`src/design/mtkct_pkg.sv`:
```
// Shared types and codes for the magnitude top-k coefficient tiering block.
// Used by all design modules except mtkct_ram; no dependencies.
package mtkct_pkg;

    localparam int LEN_W   = 11;
    localparam int APB_AW  = 5;
    localparam int APB_DW  = 32;
    localparam int CFG_TIERS = 4;

    typedef logic [LEN_W-1:0] t_len;

    typedef struct packed {
        t_len                      coeff_count;
        t_len                      approx_count;
        logic [CFG_TIERS-1:0][LEN_W-1:0] tier_len;
    } t_cfg;

    typedef enum logic [1:0] {
        ST_KEPT       = 2'd0,
        ST_DONE       = 2'd1,
        ST_NOT_LOADED = 2'd2,
        ST_BAD_CFG    = 2'd3
    } t_status;

    localparam logic OP_LOAD  = 1'b0;
    localparam logic OP_FETCH = 1'b1;

    typedef enum logic [2:0] {
        REG_COEFF_COUNT    = 3'd0,
        REG_APPROX_COUNT   = 3'd1,
        REG_TIER_LEN_ZERO  = 3'd2,
        REG_TIER_LEN_ONE   = 3'd3,
        REG_TIER_LEN_TWO   = 3'd4,
        REG_TIER_LEN_THREE = 3'd5
    } t_reg_idx;

endpackage

```
`src/design/mtkct_front.sv`:
```
// Front end: accepts input transfers and queues them, tagged load or fetch.
// Depends on mtkct_pkg.
module mtkct_front
    import mtkct_pkg::*;
#(
    parameter int COEFF_WIDTH = 32
) (
    input  logic                   i_clk,
    input  logic                   i_rst_n,
    input  logic                   i_in_valid,
    output logic                   o_in_stall,
    input  logic                   i_operation,
    input  logic [COEFF_WIDTH-1:0] i_coeff_value,
    output logic                   o_q_valid,
    output logic                   o_q_op,
    output logic [COEFF_WIDTH-1:0] o_q_value,
    input  logic                   i_q_pop
);

    logic                   r_op  [2];
    logic [COEFF_WIDTH-1:0] r_val [2];
    logic                   r_wp, r_rp;
    logic [1:0]             r_cnt;
    logic                   w_push;

    assign o_in_stall = (r_cnt == 2'd2);
    assign w_push     = i_in_valid && !o_in_stall;
    assign o_q_valid  = (r_cnt != 2'd0);
    assign o_q_op     = r_op[r_rp];
    assign o_q_value  = r_val[r_rp];

    always_ff @(posedge i_clk) begin
        if (!i_rst_n) begin
            r_wp  <= 1'b0;
            r_rp  <= 1'b0;
            r_cnt <= 2'd0;
        end else begin
            if (w_push) begin
                r_wp <= ~r_wp;
            end
            if (i_q_pop) begin
                r_rp <= ~r_rp;
            end
            r_cnt <= r_cnt + {1'b0, w_push} - {1'b0, i_q_pop};
        end
    end

    always_ff @(posedge i_clk) begin
        if (w_push) begin
            r_op[r_wp]  <= (i_operation == OP_FETCH);
            r_val[r_wp] <= i_coeff_value;
        end
    end

endmodule

```
`config.mk`:
```
export PLATFORM = sky130hd
export DESIGN_NAME = mtkct_front
export DESIGN_NICKNAME = d
export VERILOG_FILES = /design/src/design/mtkct_pkg.sv /design/src/design/mtkct_front.sv
export SDC_FILE = /design/constraint.sdc
export NUM_CORES = 1
export LEC_CHECK = 0
export ABC_CLOCK_PERIOD_IN_PS = 2750
export BUFFER_PORTS_ARGS = -buffer_cell sky130_fd_sc_hd__buf_2
export CORE_MARGIN = 1
export CORE_UTILIZATION = 52
export DETAILED_ROUTE_END_ITERATION = 8
export HOLD_SLACK_MARGIN = 0.05
export PLACE_DENSITY = 0.82
export SYNTH_ARGS = -nofsm -noshare
export SYNTH_HDL_FRONTEND = slang
export SYNTH_SLANG_ARGS = --single-unit
```
`constraint.sdc`:
```
create_clock -name i_clk -period 2.75 [get_ports i_clk]
set_input_delay 0.6875 -clock i_clk [delete_from_list [all_inputs] [get_ports i_clk]]
set_output_delay 0.6875 -clock i_clk [all_outputs]
set_load 0.03 [all_outputs]
```
==> results of run 1 <==
-- area by class of cell --
| type | instances | share of cell area (%) |
|---|---|---|
| Tap cell | 70 | 2.61 |
| Sequential cell | 71 | 62.1 |
| Multi-Input combinational cell | 50 | 18.1 |
| Clock inverter | 7 | 1.19 |
| Inverter | 3 | 0.336 |
| Clock buffer | 9 | 3.69 |
| Timing Repair Buffer | 74 | 12.0 |
-- worst register-to-register path, stage by stage, from the launching register on --
cell and delay [ns]:
dfxtp_1 0.35, nand2b_1 0.14, nand2_1 0.14, ha_1 0.32, inv_1 0.04, ha_1 0.18
xor2_1 0.16, xnor2_1 0.14, nor2_1 0.06
-- layout by cell type (no fill, tap or decap), drive strengths merged --
cell and count:
clkinv 4, xor2 1, dfxtp 5, nor2 4, mux2 33, inv 3, mux2i 1, ha 2
buf 74, nand2 2, edfxtp 66, nand2b 2, clkbuf 9, clkinvlp 3, or2 1, and2 1
xnor2 2, and3 1
-- per-layer routing --
layer	vias to the layer above	part of all wire, %	GRT usage [%]
met5	-	0	0
met4	0	1.6	8.81
met3	6	5.2	5.76
met2	46	52	26.2
met1	656	42	18.1
li1	647	-	-
-- power by group --
group          leakage [nW]  switching (mW)  internal [mW]  total [mW]
Clock                0.0761           0.368          0.317       0.685
Combinational         0.624           0.418          0.278       0.696
Sequential            0.657          0.0583           1.37        1.43
Total                  1.36           0.844           1.96        2.81
-- stage by stage --
| step | hold slack (ns) | instances |
|---|---|---|
| floorplan | 0.455 | 128 |
| global placement | 0.498 | 268 |
| detailed placement | 0.515 | 268 |
| CTS | 0.516 | 284 |
| global route | 0.519 | 284 |
| finish | 0.526 | 284 |
-- state kept, by name, indices dropped and copies added (netlist names), named ones only --
register  count
r_wp          1
r_cnt         2
r_val        64
r_op          2
r_rp          1
-- how the worst max path moves through the flow --
stage	start	cells past startpoint	to
2_1_floorplan	i_in_valid	2	r_op[0]
4_1_cts	flip-flop	3	o_q_value[14]
3_3_place_gp	flip-flop	3	o_q_value[22]
5_1_grt	flip-flop	3	o_q_value[3]
3_5_place_dp	flip-flop	3	o_q_value[14]
6_report	flip-flop	3	o_q_value[14]
-- kinds of logic (layout without fill, tap and decap cells) --
group	Yosys count	count (layout)	share of synthesized area, %
adders and majority gates	2	2	0.905
buffers and inverters	7	93	2.99
xor gates and xnor gates	3	3	0.951
muxes	34	34	17.9
DFF	71	71	75.3
and+or+nand+nor	11	11	1.95
==> results.yml, run 1 <==
placement:
  place_area_um2: 3190
  io_buffers: 71
  dp_hpwl_um: 2830
  pre_cts_slack_ns: 0.693
  gp_congestion: 0.654
drt:
  drt-wirelength-per-cell_um: 14.8
  routed_wirelength_um: 4210
  via_per_inst: 4.77
  dr.pass1.iters: 4
  drc: 0
  vias: 1355
  drtIter0Drc: 91
  postRouteAntennaNets: 0
final_layout:
  antennaDiodeCount: 0
  regArea_um2: 2080
  multi_input_area_um2: 607
  n_fill_cell: 361
  area_growth_pct: 21.4
  nets: 248
  final_area_um2: 3360
  drive_above_1_share_pct: 57.9
  final_util_pct: 65.7
logic_synthesis:
  synth_top_area_share_pct: 71.7
  ys_seq_area_share_pct: 75.3
  synth_async_sr_flop_share_pct: 0
  synth-main-ff-cell: "edfxtp_1"
  ys_types: 17
  synth_area_per_cell_um2: 21.6
  yosys.area.top_type: "edfxtp_1"
  ys_ff_latch: 71
  yosys-top-cells-area: "edfxtp_1, mux2_4, dfxtp_1, buf_12, mux2_2"
  synth_warnings: 0
  synth_fp_nets: 167
  synthTopCellsByCount: "edfxtp_1, mux2_4, dfxtp_1, nor2_1"
  syn_inst: 128
  synth_edf_count: 66
  syn_area_um2: 2760
  yosysMostFrequentCell: "edfxtp_1"
clocking:
  cts_buffers: 9
  htree_levels: 3
  path_clk_slew_ns: 0.07
  cts_hold_buf: 0
  clock-root-buffer: "clkbuf_8"
  insertion_delay_ns: 0.33
  cts_num_sinks: 71
  cts_buffer_depth: 2
  cts_tree: "done"
  post_cts_buffers: 0
  ctsResizeCount: 0
sta:
  setup_viol: 0
  max_slew.worst_pin.slew_ns: 0.449
  worst_slack_ns: 0.362
  drv_slew: 0
  fin_crit_sh_pct: 86.8
  rsz0062_at_grt: "false"
  fin_crit_ns: 2.39
  hold_violations: 0
  fin_tns_setup_ns: 0
  fin_worst_skew_ns: 0.00421
  maxSlewHeadroom_pct: 70.1
  max_freq_mhz: 419
setup_path:
  required_ns: 2.06
  timing.rr.start: "r_cnt[0]"
  cp-start-kind: "flip-flop"
  worst-setup-path-type: "reg2out"
  slowest_stage: "dfxtp_2"
  end_kind: "output pin"
  cp_max_fo: 20
  r2r_slack_ns: 1.13
  slowest_delay_ns: 0.61
  cp_cell_sequence: "buf_12 > mux2_4 > buf_2"
  path_buf_inv: 2
  cp.arrival_ns: 1.70
  r2r-end: "r_cnt[1]"
  cp_top_family: "flip-flops"
  reg2reg_depth: 8
grt:
  grt_pass1_wl_um: 6040
  grt_pass1_vias: 1265
  grt_max_degree: 34
  antenna_found_initial: 0
  grt.overflow.total: 0
  grtUsageTotal_pct: 15.9
power:
  totalPowerFinal_mw: 2.81
  power.density_nw_per_um2: 836
  max-vdd-ir-drop_uv: 441
  power.leakage_nw: 1.36
floorplanning:
  row_count: 26
  start_util_pct: 54.1
  die_w_um: 74.9
  die_area_um2: 5610
  core_um2: 5110
  io-pin-count: 72
  fp.dieH_um: 74.9
worst_hold_path:
  min_to: "r_wp"
  holdPathStages: 2
  hp-start: "r_wp"
  hold_path.class: "reg2reg"
run:
  cap_violations: 0
run_status:
  status: "completed"
Power figures use the tool's default switching activity.
==> run 2: changes to the inputs <==
Settings changed: ABC_CLOCK_PERIOD_IN_PS 2750 to 1990, CORE_UTILIZATION 52 to 49, CTS_BUF_LIST set to sky130_fd_sc_hd__clkbuf_4 sky130_fd_sc_hd__clkbuf_8, PLACE_DENSITY 0.82 to 0.78.
Clock period 2.75 ns to 1.99 ns, I/O delays scaled along.
==> results.yml, run 2 (same netlist as run 1, synthesis figures left out) <==
run_status:
  status: "completed"
sta:
  max_slew.worst_pin.slew_ns: 0.256
  worst_slack_ns: 0.0761
  setup_viol: 0
  maxSlewHeadroom_pct: 82.9
  max_freq_mhz: 523
  drv_slew: 0
  rsz0062_at_grt: "false"
  fin_worst_skew_ns: 0.00636
  fin_crit_sh_pct: 96.2
  fin_crit_ns: 1.91
  hold_violations: 0
  fin_tns_setup_ns: 0
final_layout:
  fin_cells: 286
  drive_above_1_share_pct: 59.7
  area_growth_pct: 22.5
  mostFrequentLayoutCells: "buf_2, edfxtp_1, mux2_4"
  layout_commonest_cell: "buf_2"
  n_fill_cell: 411
  antennaDiodeCount: 0
  top_register: "r_val"
  largest_reg_flops: 64
  reg_top3: "r_val (64), r_cnt (2), r_op (2)"
  final_util_pct: 64.2
  nets: 250
grt:
  grt_pass1_wl_um: 6560
  grt_pass1_vias: 1409
  grt.overflow.total: 0
  antenna_found_initial: 0
  grtUsageTotal_pct: 15.3
  grt_max_degree: 34
power:
  power.density_nw_per_um2: 1160
  power.leakage_nw: 1.39
  max-vdd-ir-drop_uv: 637
  totalPowerFinal_mw: 3.92
drt:
  dr.pass1.iters: 4
  drtIter0Drc: 30
  routed_wirelength_um: 4250
  postRouteAntennaNets: 0
  drt-wirelength-per-cell_um: 14.9
  vias: 1373
  via_per_inst: 4.80
  drc: 0
floorplanning:
  core_um2: 5270
  start_util_pct: 52.4
  die_w_um: 77.1
  row_count: 26
  io-pin-count: 72
  fp.dieH_um: 77.1
  die_area_um2: 5950
setup_path:
  cp-start-kind: "flip-flop"
  required_ns: 1.49
  cp_max_fo: 13
  cp.arrival_ns: 1.42
  worst-setup-path-type: "reg2out"
  end_kind: "output pin"
clocking:
  cts_hold_buf: 0
  ctsResizeCount: 1
  cts_tree: "done"
  insertion_delay_ns: 0.32
  htree_levels: 3
  cts_buffers: 9
  cts_buffer_depth: 2
  post_cts_buffers: 0
  cts_num_sinks: 71
  path_clk_slew_ns: 0.07
  clock-root-buffer: "clkbuf_8"
run:
  cap_violations: 0
placement:
  io_buffers: 71
  gp_congestion: 0.678
  pre_cts_slack_ns: 0.302
  dp_hpwl_um: 2870
  post-place-cells: 270
worst_hold_path:
  hold_path.class: "in2reg"
run 2: cell type report:
type                       count  area [µm²]  share of cell area, %
tap                           70        87.6                   2.59
sequential                    71        2080                   61.5
timing repair buffer          76         422                   12.5
multi-input combinational     50         608                   18.0
inverter                       3        11.3                  0.333
clock buffer                  15         169                   4.99
clock inverter                 1        5.00                  0.148
run 2: critical path, cell delays in order, from the launching register on:
cell	delay (ns)
dfxtp_2	0.36
buf_6	0.20
mux2_2	0.35
buf_2	0.18
run 2: where the power goes:
group / internal [mW] / total [mW] / leakage [nW] / switching [mW]
logic: 0.389 / 0.978 / 0.633 / 0.588
clock network: 0.536 / 0.987 / 0.0962 / 0.452
registers: 1.89 / 1.96 / 0.657 / 0.0681
total: 2.82 / 3.92 / 1.39 / 1.11
run 2: stage by stage:
step                      hold WS (ns)  instance area, µm²
after floorplan                  0.466                2770
after global placement           0.495                3210
after detailed placement         0.509                3210
after CTS                        0.339                3390
after global routing             0.344                3390
final                            0.360                3390
run 2: final timing paths:
path                     start             to  slack (ns)  depth (start not counted)
min reg2reg               r_rp           r_rp        0.53                          2
min          i_coeff_value[12]   r_val[0][12]        0.36                          1
max                  flip-flop  o_q_value[31]        0.08                          3
max reg2reg           r_cnt[0]       r_cnt[1]        0.41                          8
run 2: routing by layer:
| layer | track usage, % | up-vias | routed length (µm) |
|---|---|---|---|
| met5 | 0 | - | 0 |
| met4 | 10.8 | 0 | 117 |
| met3 | 3.81 | 10 | 200 |
| met1 | 15.3 | 662 | 1630 |
| met2 | 27.5 | 42 | 2300 |
| li1 | - | 659 | - |
